===== src/hw/rtl/dlr_pkg.sv =====
// ---------------------------------------------------------------------------
// dlr_pkg
// shared types and constants of the dda line rasterizer
// ---------------------------------------------------------------------------
`default_nettype none

package dlr_pkg;

    localparam int COORD_BITS = 12;
    localparam int FRAC_BITS  = 16;
    localparam int STEP_W     = COORD_BITS + 1;
    localparam int POS_W      = COORD_BITS + FRAC_BITS + 1;
    localparam int INC_W      = FRAC_BITS + 2;
    localparam int NUM_W      = COORD_BITS + FRAC_BITS;
    localparam int MOD_W      = 4;

    localparam logic CMD_START   = 1'b0;
    localparam logic CMD_ADVANCE = 1'b1;

    localparam logic [1:0] STYLE_SIMPLE = 2'd0;
    localparam logic [1:0] STYLE_DOTTED = 2'd1;
    localparam logic [1:0] STYLE_DASHED = 2'd2;
    localparam logic [1:0] STYLE_SOLID  = 2'd3;

    localparam logic [MOD_W-1:0] PATTERN_LAST = MOD_W'(9);
    localparam logic [MOD_W-1:0] PATTERN_HALF = MOD_W'(5);

    typedef struct packed {
        logic                         command;
        logic signed [COORD_BITS-1:0] start_x;
        logic signed [COORD_BITS-1:0] start_y;
        logic signed [COORD_BITS-1:0] end_x;
        logic signed [COORD_BITS-1:0] end_y;
    } in_item_t;

    typedef struct packed {
        logic signed [COORD_BITS-1:0] pixel_x;
        logic signed [COORD_BITS-1:0] pixel_y;
        logic                         plot;
        logic                         last;
    } out_item_t;

    typedef struct packed {
        logic                         is_start;
        logic signed [COORD_BITS-1:0] x1;
        logic signed [COORD_BITS-1:0] y1;
        logic        [COORD_BITS-1:0] mag_x;
        logic        [COORD_BITS-1:0] mag_y;
        logic                         neg_x;
        logic                         neg_y;
        logic        [COORD_BITS-1:0] steps;
    } cmd_entry_t;

    typedef struct packed {
        logic dividing;
        logic line_active;
        logic emit;
        logic emit_last;
    } back_stat_t;

endpackage

`default_nettype wire


===== src/hw/rtl/dlr_front.sv =====
// ---------------------------------------------------------------------------
// dlr_front
// accepts requests, works out deltas and step count, queues them
// ---------------------------------------------------------------------------
`default_nettype none

module dlr_front #(
    parameter int DEPTH = 4
) (
    input  wire                   clk,
    input  wire                   rst_n,
    input  wire                   push,
    output logic                  full,
    input  dlr_pkg::in_item_t     in_item,
    output logic                  cmd_valid,
    output dlr_pkg::cmd_entry_t   cmd_head,
    input  wire                   cmd_pop
);
    import dlr_pkg::*;

    localparam int PTR_W = (DEPTH > 1) ? $clog2(DEPTH) : 1;
    localparam int CNT_W = $clog2(DEPTH + 1);

    cmd_entry_t              queue_mem [DEPTH];
    logic [PTR_W-1:0]        wr_ptr_reg, wr_ptr_next;
    logic [PTR_W-1:0]        rd_ptr_reg, rd_ptr_next;
    logic [CNT_W-1:0]        count_reg, count_next;
    logic                    do_push, do_pop;
    logic signed [COORD_BITS:0] dx, dy;
    logic [COORD_BITS:0]     abs_x, abs_y;
    cmd_entry_t              entry;

    assign full      = (count_reg == CNT_W'(DEPTH));
    assign cmd_valid = (count_reg != '0);
    assign cmd_head  = queue_mem[rd_ptr_reg];
    assign do_push   = push && !full;
    assign do_pop    = cmd_pop && cmd_valid;

    // classify and precompute the line setup
    always_comb
    begin
        dx = {in_item.end_x[COORD_BITS-1], in_item.end_x}
           - {in_item.start_x[COORD_BITS-1], in_item.start_x};
        dy = {in_item.end_y[COORD_BITS-1], in_item.end_y}
           - {in_item.start_y[COORD_BITS-1], in_item.start_y};
        abs_x = dx[COORD_BITS] ? -dx : dx;
        abs_y = dy[COORD_BITS] ? -dy : dy;
        entry.is_start = (in_item.command == CMD_START);
        entry.x1       = in_item.start_x;
        entry.y1       = in_item.start_y;
        entry.mag_x    = abs_x[COORD_BITS-1:0];
        entry.mag_y    = abs_y[COORD_BITS-1:0];
        entry.neg_x    = dx[COORD_BITS];
        entry.neg_y    = dy[COORD_BITS];
        entry.steps    = (abs_x > abs_y) ? abs_x[COORD_BITS-1:0] : abs_y[COORD_BITS-1:0];
    end

    always_comb
    begin
        wr_ptr_next = wr_ptr_reg;
        rd_ptr_next = rd_ptr_reg;
        count_next  = count_reg;
        if (do_push)
        begin
            wr_ptr_next = (wr_ptr_reg == PTR_W'(DEPTH - 1)) ? '0 : wr_ptr_reg + 1'b1;
        end
        if (do_pop)
        begin
            rd_ptr_next = (rd_ptr_reg == PTR_W'(DEPTH - 1)) ? '0 : rd_ptr_reg + 1'b1;
        end
        if (do_push && !do_pop)
        begin
            count_next = count_reg + 1'b1;
        end
        else if (do_pop && !do_push)
        begin
            count_next = count_reg - 1'b1;
        end
    end

    always_ff @(posedge clk or negedge rst_n)
    begin
        if (!rst_n)
        begin
            wr_ptr_reg <= '0;
            rd_ptr_reg <= '0;
            count_reg  <= '0;
        end
        else
        begin
            wr_ptr_reg <= wr_ptr_next;
            rd_ptr_reg <= rd_ptr_next;
            count_reg  <= count_next;
        end
    end

    always_ff @(posedge clk)
    begin
        if (do_push)
        begin
            queue_mem[wr_ptr_reg] <= entry;
        end
    end

endmodule

`default_nettype wire


===== src/hw/rtl/dlr_div.sv =====
// ---------------------------------------------------------------------------
// dlr_div
// two-lane restoring divider sharing one divisor, one quotient bit per cycle
// ---------------------------------------------------------------------------
`default_nettype none

module dlr_div (
    input  wire                              clk,
    input  wire                              rst_n,
    input  wire                              start,
    input  wire  [dlr_pkg::NUM_W-1:0]        num_a,
    input  wire  [dlr_pkg::NUM_W-1:0]        num_b,
    input  wire  [dlr_pkg::COORD_BITS-1:0]   den,
    output logic                             done,
    output logic [dlr_pkg::NUM_W-1:0]        quo_a,
    output logic [dlr_pkg::NUM_W-1:0]        quo_b
);
    import dlr_pkg::*;

    localparam int CNT_W = $clog2(NUM_W + 1);

    logic [CNT_W-1:0]      cnt_reg, cnt_next;
    logic                  done_reg, done_next;
    logic [NUM_W-1:0]      num_a_reg, num_a_next, num_b_reg, num_b_next;
    logic [COORD_BITS-1:0] rem_a_reg, rem_a_next, rem_b_reg, rem_b_next;
    logic [COORD_BITS-1:0] den_reg, den_next;
    logic [COORD_BITS:0]   sh_a, sh_b;
    logic                  ge_a, ge_b;

    assign done  = done_reg;
    assign quo_a = num_a_reg;
    assign quo_b = num_b_reg;

    always_comb
    begin
        sh_a = {rem_a_reg, num_a_reg[NUM_W-1]};
        sh_b = {rem_b_reg, num_b_reg[NUM_W-1]};
        ge_a = (sh_a >= {1'b0, den_reg});
        ge_b = (sh_b >= {1'b0, den_reg});
        cnt_next   = cnt_reg;
        done_next  = 1'b0;
        num_a_next = num_a_reg;
        num_b_next = num_b_reg;
        rem_a_next = rem_a_reg;
        rem_b_next = rem_b_reg;
        den_next   = den_reg;
        if (start)
        begin
            cnt_next   = CNT_W'(NUM_W);
            num_a_next = num_a;
            num_b_next = num_b;
            rem_a_next = '0;
            rem_b_next = '0;
            den_next   = den;
        end
        else if (cnt_reg != '0)
        begin
            cnt_next   = cnt_reg - 1'b1;
            done_next  = (cnt_reg == CNT_W'(1));
            rem_a_next = ge_a ? COORD_BITS'(sh_a - {1'b0, den_reg}) : COORD_BITS'(sh_a);
            rem_b_next = ge_b ? COORD_BITS'(sh_b - {1'b0, den_reg}) : COORD_BITS'(sh_b);
            num_a_next = {num_a_reg[NUM_W-2:0], ge_a};
            num_b_next = {num_b_reg[NUM_W-2:0], ge_b};
        end
    end

    always_ff @(posedge clk or negedge rst_n)
    begin
        if (!rst_n)
        begin
            cnt_reg  <= '0;
            done_reg <= 1'b0;
        end
        else
        begin
            cnt_reg  <= cnt_next;
            done_reg <= done_next;
        end
    end

    always_ff @(posedge clk)
    begin
        num_a_reg <= num_a_next;
        num_b_reg <= num_b_next;
        rem_a_reg <= rem_a_next;
        rem_b_reg <= rem_b_next;
        den_reg   <= den_next;
    end

endmodule

`default_nettype wire


===== src/hw/rtl/dlr_back.sv =====
// ---------------------------------------------------------------------------
// dlr_back
// line setup and point stepping, style pattern and result register
// ---------------------------------------------------------------------------
`default_nettype none

module dlr_back (
    input  wire                        clk,
    input  wire                        rst_n,
    input  wire                        style_we,
    input  wire  [1:0]                 style_wdata,
    input  wire                        cmd_valid,
    input  dlr_pkg::cmd_entry_t        cmd_head,
    output logic                       cmd_pop,
    output logic                       empty,
    input  wire                        pop,
    output dlr_pkg::out_item_t         out_item,
    output dlr_pkg::back_stat_t        stat
);
    import dlr_pkg::*;

    typedef enum logic {ST_RUN, ST_DIV} state_t;

    state_t                  state_reg, state_next;
    logic [1:0]              style_reg;
    logic                    active_reg, active_next;
    logic                    out_valid_reg, out_valid_next;
    out_item_t               out_reg, out_next;
    logic signed [POS_W-1:0] pos_x_reg, pos_x_next, pos_y_reg, pos_y_next;
    logic signed [INC_W-1:0] inc_x_reg, inc_x_next, inc_y_reg, inc_y_next;
    logic [STEP_W-1:0]       idx_reg, idx_next, total_reg, total_next;
    logic [MOD_W-1:0]        mod_reg, mod_next;
    logic                    neg_x_reg, neg_x_next, neg_y_reg, neg_y_next;
    logic                    div_start, div_done;
    logic [NUM_W-1:0]        quo_x, quo_y;
    logic                    out_free, emit, is_last, plot_bit;
    logic [COORD_BITS-1:0]   px, py;

    dlr_div u_div (
        .clk   (clk),
        .rst_n (rst_n),
        .start (div_start),
        .num_a ({cmd_head.mag_x, FRAC_BITS'(0)}),
        .num_b ({cmd_head.mag_y, FRAC_BITS'(0)}),
        .den   (cmd_head.steps),
        .done  (div_done),
        .quo_a (quo_x),
        .quo_b (quo_y)
    );

    assign empty    = !out_valid_reg;
    assign out_item = out_reg;
    assign out_free = !out_valid_reg || pop;
    assign is_last  = (idx_reg >= total_reg);

    // current point truncated toward zero
    always_comb
    begin
        px = pos_x_reg[FRAC_BITS +: COORD_BITS]
           + COORD_BITS'(pos_x_reg[POS_W-1] && (pos_x_reg[FRAC_BITS-1:0] != '0));
        py = pos_y_reg[FRAC_BITS +: COORD_BITS]
           + COORD_BITS'(pos_y_reg[POS_W-1] && (pos_y_reg[FRAC_BITS-1:0] != '0));
        case (style_reg)
            STYLE_DOTTED: plot_bit = (mod_reg == '0) || (mod_reg == PATTERN_HALF);
            STYLE_DASHED: plot_bit = (mod_reg < PATTERN_HALF);
            default:      plot_bit = 1'b1;
        endcase
    end

    always_comb
    begin
        state_next     = state_reg;
        active_next    = active_reg;
        out_valid_next = out_valid_reg && !pop;
        out_next       = out_reg;
        pos_x_next     = pos_x_reg;
        pos_y_next     = pos_y_reg;
        inc_x_next     = inc_x_reg;
        inc_y_next     = inc_y_reg;
        idx_next       = idx_reg;
        total_next     = total_reg;
        mod_next       = mod_reg;
        neg_x_next     = neg_x_reg;
        neg_y_next     = neg_y_reg;
        cmd_pop        = 1'b0;
        div_start      = 1'b0;
        emit           = 1'b0;
        case (state_reg)
            ST_RUN:
            begin
                if (cmd_valid && cmd_head.is_start)
                begin
                    cmd_pop     = 1'b1;
                    pos_x_next  = {cmd_head.x1[COORD_BITS-1], cmd_head.x1, FRAC_BITS'(0)};
                    pos_y_next  = {cmd_head.y1[COORD_BITS-1], cmd_head.y1, FRAC_BITS'(0)};
                    total_next  = {1'b0, cmd_head.steps};
                    idx_next    = '0;
                    mod_next    = '0;
                    neg_x_next  = cmd_head.neg_x;
                    neg_y_next  = cmd_head.neg_y;
                    active_next = 1'b1;
                    inc_x_next  = '0;
                    inc_y_next  = '0;
                    if (cmd_head.steps != '0)
                    begin
                        div_start  = 1'b1;
                        state_next = ST_DIV;
                    end
                end
                else if (cmd_valid && !active_reg)
                begin
                    cmd_pop = 1'b1;
                end
                else if (cmd_valid && out_free)
                begin
                    cmd_pop        = 1'b1;
                    emit           = 1'b1;
                    out_valid_next = 1'b1;
                    out_next       = '{pixel_x: px, pixel_y: py, plot: plot_bit, last: is_last};
                    if (is_last)
                    begin
                        active_next = 1'b0;
                    end
                    else
                    begin
                        pos_x_next = pos_x_reg + {{(POS_W-INC_W){inc_x_reg[INC_W-1]}}, inc_x_reg};
                        pos_y_next = pos_y_reg + {{(POS_W-INC_W){inc_y_reg[INC_W-1]}}, inc_y_reg};
                        idx_next   = idx_reg + 1'b1;
                        mod_next   = (mod_reg == PATTERN_LAST) ? '0 : mod_reg + 1'b1;
                    end
                end
            end
            ST_DIV:
            begin
                if (div_done)
                begin
                    inc_x_next = neg_x_reg ? -quo_x[INC_W-1:0] : quo_x[INC_W-1:0];
                    inc_y_next = neg_y_reg ? -quo_y[INC_W-1:0] : quo_y[INC_W-1:0];
                    state_next = ST_RUN;
                end
            end
            default:
            begin
                state_next = ST_RUN;
            end
        endcase
    end

    always_ff @(posedge clk or negedge rst_n)
    begin
        if (!rst_n)
        begin
            state_reg     <= ST_RUN;
            style_reg     <= STYLE_SIMPLE;
            active_reg    <= 1'b0;
            out_valid_reg <= 1'b0;
        end
        else
        begin
            state_reg     <= state_next;
            active_reg    <= active_next;
            out_valid_reg <= out_valid_next;
            if (style_we)
            begin
                style_reg <= style_wdata;
            end
        end
    end

    always_ff @(posedge clk)
    begin
        out_reg   <= out_next;
        pos_x_reg <= pos_x_next;
        pos_y_reg <= pos_y_next;
        inc_x_reg <= inc_x_next;
        inc_y_reg <= inc_y_next;
        idx_reg   <= idx_next;
        total_reg <= total_next;
        mod_reg   <= mod_next;
        neg_x_reg <= neg_x_next;
        neg_y_reg <= neg_y_next;
    end

    assign stat = '{dividing: (state_reg == ST_DIV), line_active: active_reg,
                    emit: emit, emit_last: is_last};

endmodule

`default_nettype wire


===== src/hw/rtl/dda_line_rasterizer_with_patterns_core.sv =====
// ---------------------------------------------------------------------------
// dda_line_rasterizer_with_patterns_core
// dda line stepper: start requests set up a line, advance requests give points
// ---------------------------------------------------------------------------
//  channel   handshake          payload
//  input     push / full        in_item  (command, start_x/y, end_x/y)
//  result    empty / pop        out_item (pixel_x/y, plot, last)
//  config    style_we           style_wdata (line style)
//
//  advance requests give one point per cycle while results are taken
//  a start request with distinct endpoints holds the stepper while the
//  shared restoring divider works out the increments, one quotient bit per cycle
//  requests queue in front of the stepper and keep arriving during a divide
//  reset clears the queue, the line and the result register at once
// ---------------------------------------------------------------------------
`default_nettype none

module dda_line_rasterizer_with_patterns_core #(
    parameter int CMD_DEPTH = 4
) (
    input  wire                  clk,
    input  wire                  rst_n,
    input  wire                  push,
    output logic                 full,
    input  dlr_pkg::in_item_t    in_item,
    output logic                 empty,
    input  wire                  pop,
    output dlr_pkg::out_item_t   out_item,
    input  wire                  style_we,
    input  wire  [1:0]           style_wdata
);
    import dlr_pkg::*;

    logic       cmd_valid;
    logic       cmd_pop;
    cmd_entry_t cmd_head;
    back_stat_t stat;

    dlr_front #(
        .DEPTH (CMD_DEPTH)
    ) u_front (
        .clk       (clk),
        .rst_n     (rst_n),
        .push      (push),
        .full      (full),
        .in_item   (in_item),
        .cmd_valid (cmd_valid),
        .cmd_head  (cmd_head),
        .cmd_pop   (cmd_pop)
    );

    dlr_back u_back (
        .clk         (clk),
        .rst_n       (rst_n),
        .style_we    (style_we),
        .style_wdata (style_wdata),
        .cmd_valid   (cmd_valid),
        .cmd_head    (cmd_head),
        .cmd_pop     (cmd_pop),
        .empty       (empty),
        .pop         (pop),
        .out_item    (out_item),
        .stat        (stat)
    );

    a_pop_needs_entry: assert property (@(posedge clk) disable iff (!rst_n)
        cmd_pop |-> cmd_valid)
        else $error("queue popped while empty");

    a_no_pop_while_div: assert property (@(posedge clk) disable iff (!rst_n)
        stat.dividing |-> !cmd_pop)
        else $error("request taken during divide");

    a_last_ends_line: assert property (@(posedge clk) disable iff (!rst_n)
        (stat.emit && stat.emit_last) |=> !stat.line_active)
        else $error("line still active after last point");

    a_emit_fills_result: assert property (@(posedge clk) disable iff (!rst_n)
        stat.emit |=> !empty)
        else $error("emitted point not held");

endmodule

`default_nettype wire


===== config.mk =====
export PLATFORM = sky130hd
export DESIGN_NAME = dda_line_rasterizer_with_patterns_core
export DESIGN_NICKNAME = d
export VERILOG_FILES = /design/src/hw/rtl/dlr_pkg.sv /design/src/hw/rtl/dlr_front.sv /design/src/hw/rtl/dlr_div.sv /design/src/hw/rtl/dlr_back.sv /design/src/hw/rtl/dda_line_rasterizer_with_patterns_core.sv
export SDC_FILE = /design/constraint.sdc
export NUM_CORES = 1
export LEC_CHECK = 0
export BUFFER_PORTS_ARGS = -buffer_cell sky130_fd_sc_hd__buf_2
export CORE_AREA = 2 2 334 336
export DETAILED_ROUTE_END_ITERATION = 8
export DIE_AREA = 0 0 336 338
export GPL_ROUTABILITY_DRIVEN = 0
export SETUP_SLACK_MARGIN = 0.02
export SYNTH_ARGS = -nofsm -noshare
export SYNTH_HDL_FRONTEND = slang
export SYNTH_HIERARCHICAL = 1
export SYNTH_SLANG_ARGS = --single-unit

===== constraint.sdc =====
create_clock -name clk -period 5.6 [get_ports clk]
set_input_delay 1.68 -clock clk [delete_from_list [all_inputs] [get_ports clk]]
set_output_delay 1.68 -clock clk [all_outputs]
set_load 0.02 [all_outputs]

==> results.json <==
{
  "synthesis.area_um2": 27200,
  "cts_tree": "yes",
  "antenna_found_initial": 3,
  "cp_slowest_cell": "or4b_4",
  "largest_reg_flops": 252,
  "min_path_type": "reg -> reg",
  "tightest_slew_ps": 1060,
  "cts_buffer_depth": 3,
  "grt_max_degree": 60,
  "power_density_nw_per_um2": 544,
  "finalCritPeriodShare_pct": 98.0,
  "final_cell_area_um2": 32500,
  "timing.max_slew.rel_slack_pct": 28.6,
  "finClkSkew_ps": 30.3,
  "critPathLaunchType": "input port",
  "r2r_start": "u_front/rd_ptr_reg[0]$_DFFE_PN0P_",
  "dieWidth_um": 336,
  "antenna_cells": 0,
  "initial_core_util_pct": 24.7,
  "routed_wl_um": 62700,
  "hold_depth": 1,
  "ys_warn_count": 6,
  "drtIter0Drc": 1207,
  "seq_power_share_pct": 37.5,
  "final_cells": 3924,
  "whs_ps": 489,
  "place_inst": 3822,
  "crit_path_end_kind": "flop",
  "slew_viol_final": 0,
  "die-area_um2": 114000,
  "p_sw_share_pct": 35.9,
  "root_buffer": "clkbuf_16",
  "critPathTopFamily": "simple AND/OR/NAND/NOR gates",
  "dp_hpwl_um": 44400,
  "core_um2": 110000,
  "crit_chain": "buf_4, inv_4, ha_4, and2_4, o21a_1, or4_4, and2_4, or4_4, or3_4, or4b_4, ha_4, and4_1, o21ai_1, a32oi_1, nand2_2, buf_12, o2111ai_2, o221ai_2",
  "slowest_delay_ps": 560,
  "p_switching_uw": 6340,
  "numCtsBuffers": 54,
  "worst-endpoint-required_ps": 5910,
  "hold_violations": 0,
  "nets": 2610,
  "clk_pin_slew_ps": 60,
  "syn_area_per_cell_um2": 12.7,
  "p_int_uw": 11300,
  "fp-row-count": 122,
  "synthesis.instances": 2144,
  "drc": 0,
  "clkPwrFrac_pct": 20.3,
  "syn2layout_area_growth_pct": 19.3,
  "path_max_fanout": 8,
  "worst-path-buf-inv": 3,
  "grt_overflow_total": 0,
  "grt_setup_unrepaired": "false",
  "ir_worst_vdd_uv": 253,
  "fmax_ghz": 0.182,
  "finalSetupViolCount": 0,
  "cts_max_level": 2,
  "period_minus_slack_ps": 5490,
  "placed_area_um2": 30600,
  "p_leak_uw": 0.0120,
  "comb_power_share_pct": 42.2,
  "wire_per_inst_um": 16.0,
  "grt_use_total_pct": 11.0,
  "hold_end": "u_front/count_reg[2]$_DFFE_PN0P_",
  "critPathArrivalTime_ps": 5790,
  "holdCritStartpoint": "u_front/count_reg[2]$_DFFE_PN0P_",
  "first_pass_iters": 5,
  "maxCapViolations": 0,
  "drive_gt1_share_pct": 20.5,
  "die_y_um": 338,
  "crit_start": "in_item[27]",
  "grt_first_pass_wirelength_um": 98600,
  "ctsHoldBuffers": 0,
  "status": "complete, no violations",
  "fin_util_pct": 29.5,
  "grt_pass1_vias": 17600,
  "io_buffers": 83,
  "io_pins": 84,
  "r2r_cells": 6,
  "path_class": "in -> reg",
  "via_per_inst": 4.52,
  "r2r_end": "u_back/u_div/quo_a[6]$_DFFE_PP_",
  "vias": 17700,
  "antenna_left": 0,
  "fill_cells": 11100,
  "insertion_delay_ps": 610,
  "clock-sinks": 513,
  "worst-r2r-setup-slack_ps": 1800
}
worst max-delay path by stage:
stage          slack, ps                            endpoint  cells past startpoint
6_report             110  u_front/queue_mem[0][10]$_DFFE_PP_                     18
5_1_grt               20  u_front/queue_mem[0][10]$_DFFE_PP_                     18
4_1_cts               70  u_front/queue_mem[0][10]$_DFFE_PP_                     18
3_5_place_dp        -560  u_front/queue_mem[0][10]$_DFFE_PP_                     18
3_3_place_gp        -560  u_front/queue_mem[1][10]$_DFFE_PP_                     18
2_1_floorplan       -210   u_front/queue_mem[0][5]$_DFFE_PP_                     15
layout make-up:
class                   instances  area [um2]  area share (%)
multi-input cells            1474       11800            36.2
clock inverters                29         319           0.982
repair buffers                227        1550            4.78
inverters                     124         468            1.44
well taps                    1488        1860            5.73
clock buffers                  69        1440            4.42
flip-flops and latches        513       15100            46.4
per-stage QoR:
stage               worst slack [ps]  total power (uW)  setup TNS, ps
detailed placement              -556             14100         -22540
CTS                             69.6             17800              0
global placement                -557             14000         -23080
floorplan                       -207             12000          -6470
finish                           115             17700              0
global route                    21.2             18900              0
routing by layer:
layer / wire (um) / up-vias / global-route usage (%)
li1: - / 8628 / -
met1: 29600 / 8752 / 14.9
met2: 29600 / 286 / 18.4
met3: 2400 / 75 / 1.40
met4: 1210 / 0 / 2.80
met5: 0 / - / 0
worst reg2reg max path, cell delays in order (launching register included):
cell      delay [ps]
dfrtp_4          810
mux4_2           730
nor4_1           500
a311oi_4         170
inv_1            400
nand2_2          360
buf_4            460
timing repair:
item | CTS | global route
endpoints found under the setup margin | 0 | 48
gates resized for setup | 0 | 14
buffers inserted | 0 | 3
placed cells by master (no fill, tap or decap), drive strengths merged, types with 58 or more instances in the layout:
cell type	count
edfxtp	471
xnor2	89
a21oi	110
mux2	58
buf	226
inv	127
clkbuf	70
mux4	63
nor2	149
ha	153
nand2	108
o21ai	96
power groups by stage:
stage / Sequential (uW) / Combinational [uW] / Clock, uW
6_report: 6620 / 7470 / 3590
5_1_grt: 6760 / 8280 / 3840
4_1_cts: 6640 / 7460 / 3690
3_5_place_dp: 6710 / 7420 / 0
3_3_place_gp: 6690 / 7320 / 0
2_1_floorplan: 6420 / 5620 / 0
Note: power is estimated with default switching activity, not from simulation.
